`config.mk`:
```
export PLATFORM = sky130hd
export DESIGN_NAME = rci_div
export DESIGN_NICKNAME = d
export VERILOG_FILES = /design/src/rtl/ray_cube_intersection_defines.svh /design/src/rtl/rci_pkg.sv /design/src/rtl/rci_div.sv
export SDC_FILE = /design/constraint.sdc
export NUM_CORES = 2
export LEC_CHECK = 0
export ABC_AREA = 1
export BUFFER_PORTS_ARGS = -buffer_cell sky130_fd_sc_hd__buf_2
export CAP_MARGIN = 15
export CORE_ASPECT_RATIO = 2
export CORE_MARGIN = 4
export CORE_UTILIZATION = 55
export DETAILED_ROUTE_END_ITERATION = 16
export GPL_TIMING_DRIVEN = 0
export PLACE_DENSITY_LB_ADDON = 0.25
export SLEW_MARGIN = 20
export SYNTH_ARGS = -nofsm -noshare
export SYNTH_HDL_FRONTEND = slang
export SYNTH_SLANG_ARGS = --single-unit
export TNS_END_PERCENT = 1
```
`constraint.sdc`:
```
create_clock -name i_clk -period 9.1 [get_ports i_clk]
set_input_delay 0.455 -clock i_clk [delete_from_list [all_inputs] [get_ports i_clk]]
set_output_delay 0.455 -clock i_clk [all_outputs]
set_load 0.005 [all_outputs]
```
`src/rtl/ray_cube_intersection_defines.svh`:
```
// Assertion macros used by the ray cube intersection top level.
`ifndef RAY_CUBE_INTERSECTION_DEFINES_SVH
`define RAY_CUBE_INTERSECTION_DEFINES_SVH

// Same-cycle implication, checked outside reset.
`define RCI_ASSERT_IMPL(label, ante, cons) \
    label: assert property (@(posedge i_clk) disable iff (!i_rst_n) (ante) |-> (cons)) \
        else $error("ray cube intersection: same-cycle check failed");

// Next-cycle implication, checked outside reset.
`define RCI_ASSERT_NEXT(label, ante, cons) \
    label: assert property (@(posedge i_clk) disable iff (!i_rst_n) (ante) |=> (cons)) \
        else $error("ray cube intersection: next-cycle check failed");

`endif

```
`src/rtl/rci_pkg.sv`:
```
// Types and constants for the ray cube intersection block.
`timescale 1ns / 1ps
package rci_pkg;

    localparam int          QW         = 31;
    localparam int          DIV_STEPS  = 4;
    localparam int          DIV_STAGES = (QW + DIV_STEPS - 1) / DIV_STEPS;
    localparam int          BND_W      = 35;
    localparam int          NFACE      = 6;
    localparam logic [30:0] EPS        = 31'd7;
    localparam logic [30:0] T_MAX      = 31'h7FFF_FFFF;

    localparam logic [2:0] FACE_NZ = 3'd0;
    localparam logic [2:0] FACE_PZ = 3'd1;
    localparam logic [2:0] FACE_NX = 3'd2;
    localparam logic [2:0] FACE_PX = 3'd3;
    localparam logic [2:0] FACE_NY = 3'd4;
    localparam logic [2:0] FACE_PY = 3'd5;

    localparam logic [1:0] AX_X = 2'd0;
    localparam logic [1:0] AX_Y = 2'd1;
    localparam logic [1:0] AX_Z = 2'd2;

    localparam logic [1:0] REG_CX   = 2'd0;
    localparam logic [1:0] REG_CY   = 2'd1;
    localparam logic [1:0] REG_CZ   = 2'd2;
    localparam logic [1:0] REG_EDGE = 2'd3;

    typedef logic signed [BND_W-1:0] t_bnd;

    typedef struct packed {
        logic signed [31:0] origin_x;
        logic signed [31:0] origin_y;
        logic signed [31:0] origin_z;
        logic signed [31:0] dir_x;
        logic signed [31:0] dir_y;
        logic signed [31:0] dir_z;
    } t_ray;

    typedef struct packed {
        logic               hit;
        logic [30:0]        hit_distance;
        logic [2:0]         face_code;
        logic signed [31:0] point_x;
        logic signed [31:0] point_y;
        logic signed [31:0] point_z;
    } t_res;

    // Divider working set: partial remainder, remaining numerator bits, divisor and skip flag.
    typedef struct packed {
        logic [31:0] rem;
        logic [30:0] nlow;
        logic [31:0] den;
        logic        skip;
    } t_div;

    typedef struct packed {
        logic [30:0] q;
        logic        skip;
    } t_quo;

    typedef struct packed {
        logic               ok;
        logic [30:0]        t;
        logic signed [31:0] px;
        logic signed [31:0] py;
        logic signed [31:0] pz;
    } t_face;

    function automatic logic [1:0] face_axis(input int f);
        logic [1:0] ax;
        if (f < 2) begin
            ax = AX_Z;
        end else if (f < 4) begin
            ax = AX_X;
        end else begin
            ax = AX_Y;
        end
        return ax;
    endfunction

endpackage

```
`src/rtl/rci_div.sv`:
```
// Pipelined restoring divider producing a 31-bit quotient four bits per stage (three in the last).
`timescale 1ns / 1ps
module rci_div
    import rci_pkg::*;
(
    input  logic i_clk,
    input  logic i_en,
    input  t_div i_in,
    output t_quo o_out
);

    t_div        r_st [DIV_STAGES];
    logic [30:0] r_q  [DIV_STAGES];

    for (genvar s = 0; s < DIV_STAGES; s++) begin : g_stage
        localparam int CNT = (s == DIV_STAGES - 1) ? (QW - s * DIV_STEPS) : DIV_STEPS;
        t_div        w_st;
        logic [30:0] w_q;
        t_div        n_st;
        logic [30:0] n_q;

        // The first stage takes the set-up word; later stages take their predecessor.
        if (s == 0) begin : g_src
            assign w_st = i_in;
            assign w_q  = '0;
        end else begin : g_src
            assign w_st = r_st[s-1];
            assign w_q  = r_q[s-1];
        end

        always_comb begin
            logic [32:0] sh;
            n_st = w_st;
            n_q  = w_q;
            for (int k = 0; k < CNT; k++) begin
                sh = {n_st.rem, n_st.nlow[30]};
                if (sh >= {1'b0, n_st.den}) begin
                    sh  = sh - {1'b0, n_st.den};
                    n_q = {n_q[29:0], 1'b1};
                end else begin
                    n_q = {n_q[29:0], 1'b0};
                end
                n_st.rem  = sh[31:0];
                n_st.nlow = {n_st.nlow[29:0], 1'b0};
            end
        end

        always_ff @(posedge i_clk) begin
            if (i_en) begin
                r_st[s] <= n_st;
                r_q[s]  <= n_q;
            end
        end
    end

    assign o_out.q    = r_q[DIV_STAGES-1];
    assign o_out.skip = r_st[DIV_STAGES-1].skip;

endmodule

```
==> metrics.txt, run 1 <==
Exit stage=global routing; status=aborted with a tool error; total congestion overflow=23; vias in the first global route=between 100k and 150k; Placed Cells=between 15000 and 20000; io pins=130; CTS root buffer=clkbuf_16; top cell type's share of synthesized area=23.38%; clk buf depth=3; die height=approximately 580 um; Gate Count Post-Synth=about 14000; # clock sinks=704; FFs w/ async S/R, synth=0%; Main synth FF type=edfxtp_1; count leader, synth=nand2_1; Netlist cell types=65; Post-Syn Area=90410 um^2; Avg Inst Size Synth=between 6 and 7 um^2; CTS H-tree lvls=3; sequential fraction of the synthesis area=around a quarter; Synth Register Bits=704; die width=294.7 um; largest net degree at the start of global routing=roughly 110; HPWL after DPL=between 300000 and 400000 um; Synth Net Count=14840; # port buffers=approximately 130; Placer Congestion=around 1.2; synth cell count leaders=nand2_1, inv_1, nor2_1; Syn. warnings=0; number of synthesized flops with an enable pin=704; global-route wire length before repair=around 730000 um; Overall Global Routing Usage=approximately three fifths; Rows=between 200 and 250; Initial Utilization=55.32%; first error=[ERROR GRT-0116] Global routing finished with congestion. Check the congestion regions in the DRC Viewer.; Synth area leader=edfxtp_1; Num CTS Buffers=71; Area contributors post-synth=edfxtp_1, nand2_1, ha_1, inv_1, a21oi_1
-- kinds of logic after synthesis --
group | synth area share [%]
XOR/XNOR | 7.430
adder cells (fa/ha/maj) | 14.39
buffers and inverters | 8.385
flip-flops | 23.38
AND/OR/NAND/NOR | 31.51
AO/OA/AOI/OAI | 14.90
-- per-layer routing --
metal | overflow | global-route usage [%]
met4 | 14 | 68.03
met1 | 0 | 52.39
met5 | 0 | 8.207
met2 | 9 | 85.13
met3 | 0 | 33.54
-- repair_timing --
item / 4_1_cts
setup buffers: 356
cloned: 6
hold buffers: 54
endpoints found under the hold margin: 54
pin swaps: 94
resized for setup: 1208
setup endpoints to repair: 231
-- per-stage QoR --
step	hold WS, ns	utilization [%]	setup WS, ns	TNS (ns)	cell area (um^2)
after floorplan	0.4003	-	1.160	0	90410
after global placement	0.4005	57.34	-3.312	-2499.17	93710
after detailed placement	0.4045	57.46	-3.136	-526.94	93910
after CTS	0.01727	63.86	-0.05881	-0.8002	104400
==> run 2: changes to the inputs <==
- CORE_ASPECT_RATIO: 2 -> not set
- CORE_UTILIZATION: 55 -> 40
- PLACE_DENSITY_LB_ADDON: 0.25 -> 0.15
==> run 2 against run 1 <==
Effect of this change:
- the run now ends clean
- synthesized cell count stayed put
- area after synthesis stayed put
==> metrics.txt, run 2 <==
Post-Syn Area=90410 um^2 (unchanged); Synth area leader=edfxtp_1; global-route wire length before repair=approximately 540000 um; Max Slew Vio Count=0; Max Freq=between 100 and 150 MHz; largest family of logic cells by synthesized area=simple AND/OR/NAND/NOR gates; Avg Inst Size Synth=6.590 um^2 (unchanged); Slew HR=between 40% and 50%; core area=between 200000 and 250000 um^2; total congestion overflow=0; reg2reg path depth=45; worst path required time=9.57 ns; R2R Setup Slk=0.16 ns; Largest register FFs=561; PnR worst setup slack=roughly 0.16 ns; commonest non-fill, non-tap cell in the layout=nand2_1; DRT Wirelength=about 370000 um; mux cell area share after synthesis=0% (unchanged); WHS Endpoint=r_st[0][2]$_DFFE_PP_; fin nets=roughly 16000; # fillers=23190; initial drt markers=around 8800; Placer Congestion=1.005 (-14%); Largest regs=r_st (561), r_q (143); final setup fails=0; vias in the first global route=about 90000; total iterations of the first detailed-routing run=6; Fin. Hold Viols=0; initial antenna violation count=8; kind of critical path=reg2reg; number of synthesized flops with an enable pin=704 (unchanged); area of the multi-input gates=roughly 68000 um^2; largest net degree at the start of global routing=roughly 100; # clock sinks=704 (unchanged); Simple-Gate Fraction of Synth Area=31.51% (unchanged); crit path max fanout=10; Critical Path Most Common Cell=nand2_1; Clock Latency Late Sink=0.76 ns; Die ar.=233700 um^2; TritonCTS clock tree=built; R2R Path Start=r_st[0][296]$_DFFE_PP_; CTS root buffer=clkbuf_16; Clock transition at path regs=0.06 ns; # port buffers=129 (unchanged); RR Endpoint=r_st[1][85]$_DFFE_PP_; Synth Net Count=14840 (unchanged); top cell type's share of synthesized area=23.38% (unchanged); Hold Path Stages=1; status=completed; Gate Count Post-Synth=13720 (unchanged); Adder-Cell Fraction of Synth Area=14.39% (unchanged); sequential fraction of the synthesis area=23.38% (unchanged); Max-cap violations=0; post-synthesis compound-gate area fraction=14.90% (unchanged); FF+latch area=roughly 21000 um^2; io pins=130 (unchanged); Netlist cell types=65 (unchanged); Rows=174 (-17%); via count=96340; synth cell count leaders=nand2_1, inv_1, nor2_1; Main synth FF type=edfxtp_1; # DRC=0; unrepaired setup endpoints after global routing=true; Syn. warnings=0 (unchanged); Crit path largest cell delay=0.50 ns; Slew @ Worst Pin=roughly 0.84 ns; clk buf depth=3 (unchanged); Initial Utilization=40.20% (-15 points); Synth Register Bits=704 (unchanged); dpl ws=-2.959 ns (+0.1768 ns); startpoint types=register; Top reg by flops=r_st; kind of end point of the critical path=register; vias per cell=~5.5; XOR/XNOR share of the synthesized area=7.430% (unchanged); Overall Global Routing Usage=29.83%; clock skew=between 0.04 and 0.05 ns; Routed Antenna Nets=0; Arr. time, crit path=9.40 ns; P&R area growth vs syn=22.46%; hold path startpoint=i_in[2]; final worst-path cycle share=between 90% and 100%; most frequent cells in the layout=nand2_1, inv_1, nor2_1; Placed Cells=16850 (+5.5%); die height=483.4 um (-17%); FFs w/ async S/R, synth=0% (unchanged); final instance count without filler cells=approximately 18000; worst hold-check path type=in2reg; DR WL/cell=21.13 um; CTS H-tree lvls=3 (unchanged); min cycle time layout=around 8.9 ns; Num CTS Buffers=89 (+25%); slowest cell on the critical path=nor4_1; HPWL after DPL=301500 um (-12%); Worst Hold Slack=~0.07 ns; die width=483.4 um (+64%); Area contributors post-synth=edfxtp_1, nand2_1, ha_1, inv_1, a21oi_1; layout cell share with drive strength beyond 1=between 10% and 20%; count leader, synth=nand2_1
run 2: cell counts after synthesis:
Identical to the previous run, type by type.
run 2: metal layers:
| metal | wire length, um | vias to the layer above | global-route usage [%] |
|---|---|---|---|
| met5 | 13 | - | 0 |
| met4 | 19740 | 2 | 12.81 |
| met3 | 26100 | 697 | 3.959 |
| met2 | 163900 | 3462 | 47.82 |
| met1 | 161500 | 44690 | 40.25 |
| li1 | - | 47490 | - |
run 2: cells by family after synthesis:
kind of cell               after synthesis
xor gates and xnor gates               767
buffers and inverters                 1927
DFF                                    704
adders and majority gates             1022
AOI/OAI and AO/OA                     2408
and+or+nand+nor                       6891
run 2: repair_timing:
action                                 in CTS  in global routing
hold buffers                               57                  0
endpoints found under the hold margin      57                  0
gates cloned                                2                 16
setup endpoints to repair                 231                231
resized for setup                         837               1243
setup buffers                             234                250
pin swaps                                  79                196
run 2: final cells by class:
| class | count | area share, % |
|---|---|---|
| buffer | 211 | 1.917 |
| tap | 2992 | 3.381 |
| timing repair buffer | 692 | 5.057 |
| clock buffer | 101 | 2.052 |
| multi-input combinational | 11090 | 61.55 |
| antenna | 3 | 0.006781 |
| clock inverter | 62 | 0.6543 |
| inverter | 1715 | 6.285 |
| sequential | 704 | 19.09 |
run 2: worst max path at each step:
stage,from,endpoint,slack (ns),depth (start not counted)
after floorplan,r_st[1][118]$_DFFE_PP_,r_st[1][269]$_DFFE_PP_,1.16,52
after global placement,i_en,r_st[1][83]$_DFFE_PP_,-4.15,1
after detailed placement,r_st[1][118]$_DFFE_PP_,r_st[1][269]$_DFFE_PP_,-2.96,51
after CTS,r_st[0][118]$_DFFE_PP_,r_st[0][275]$_DFFE_PP_,-0.01,58
after global routing,r_st[0][191]$_DFFE_PP_,r_st[0][357]$_DFFE_PP_,-0.14,60
final,r_st[0][296]$_DFFE_PP_,r_st[1][85]$_DFFE_PP_,0.16,45
run 2: through the flow:
stage,cell area [um^2],utilization (%),setup TNS (ns)
finish,110700,49.23,0
global route,110700,49.23,-13.22
floorplan,90410,-,0
global placement,94800,42.15,-3210.40
CTS,103200,45.89,-0.03444
detailed placement,95030,42.25,-428.20
run 2: worst max-delay path, delay by kind of cell (launching register included):
family | cells | cell delay (ns)
flip-flops | 1 | 0.48
buffers and inverters | 6 | 1.03
AO/OA/AOI/OAI | 8 | 1.90
adder cells (fa/ha/maj) | 4 | 1.46
XOR/XNOR | 1 | 0.16
AND/OR/NAND/NOR | 26 | 3.60
Power of run 2 is not shown: default switching activity piles up to over one toggle a cycle in this logic, so the estimate is an artifact.
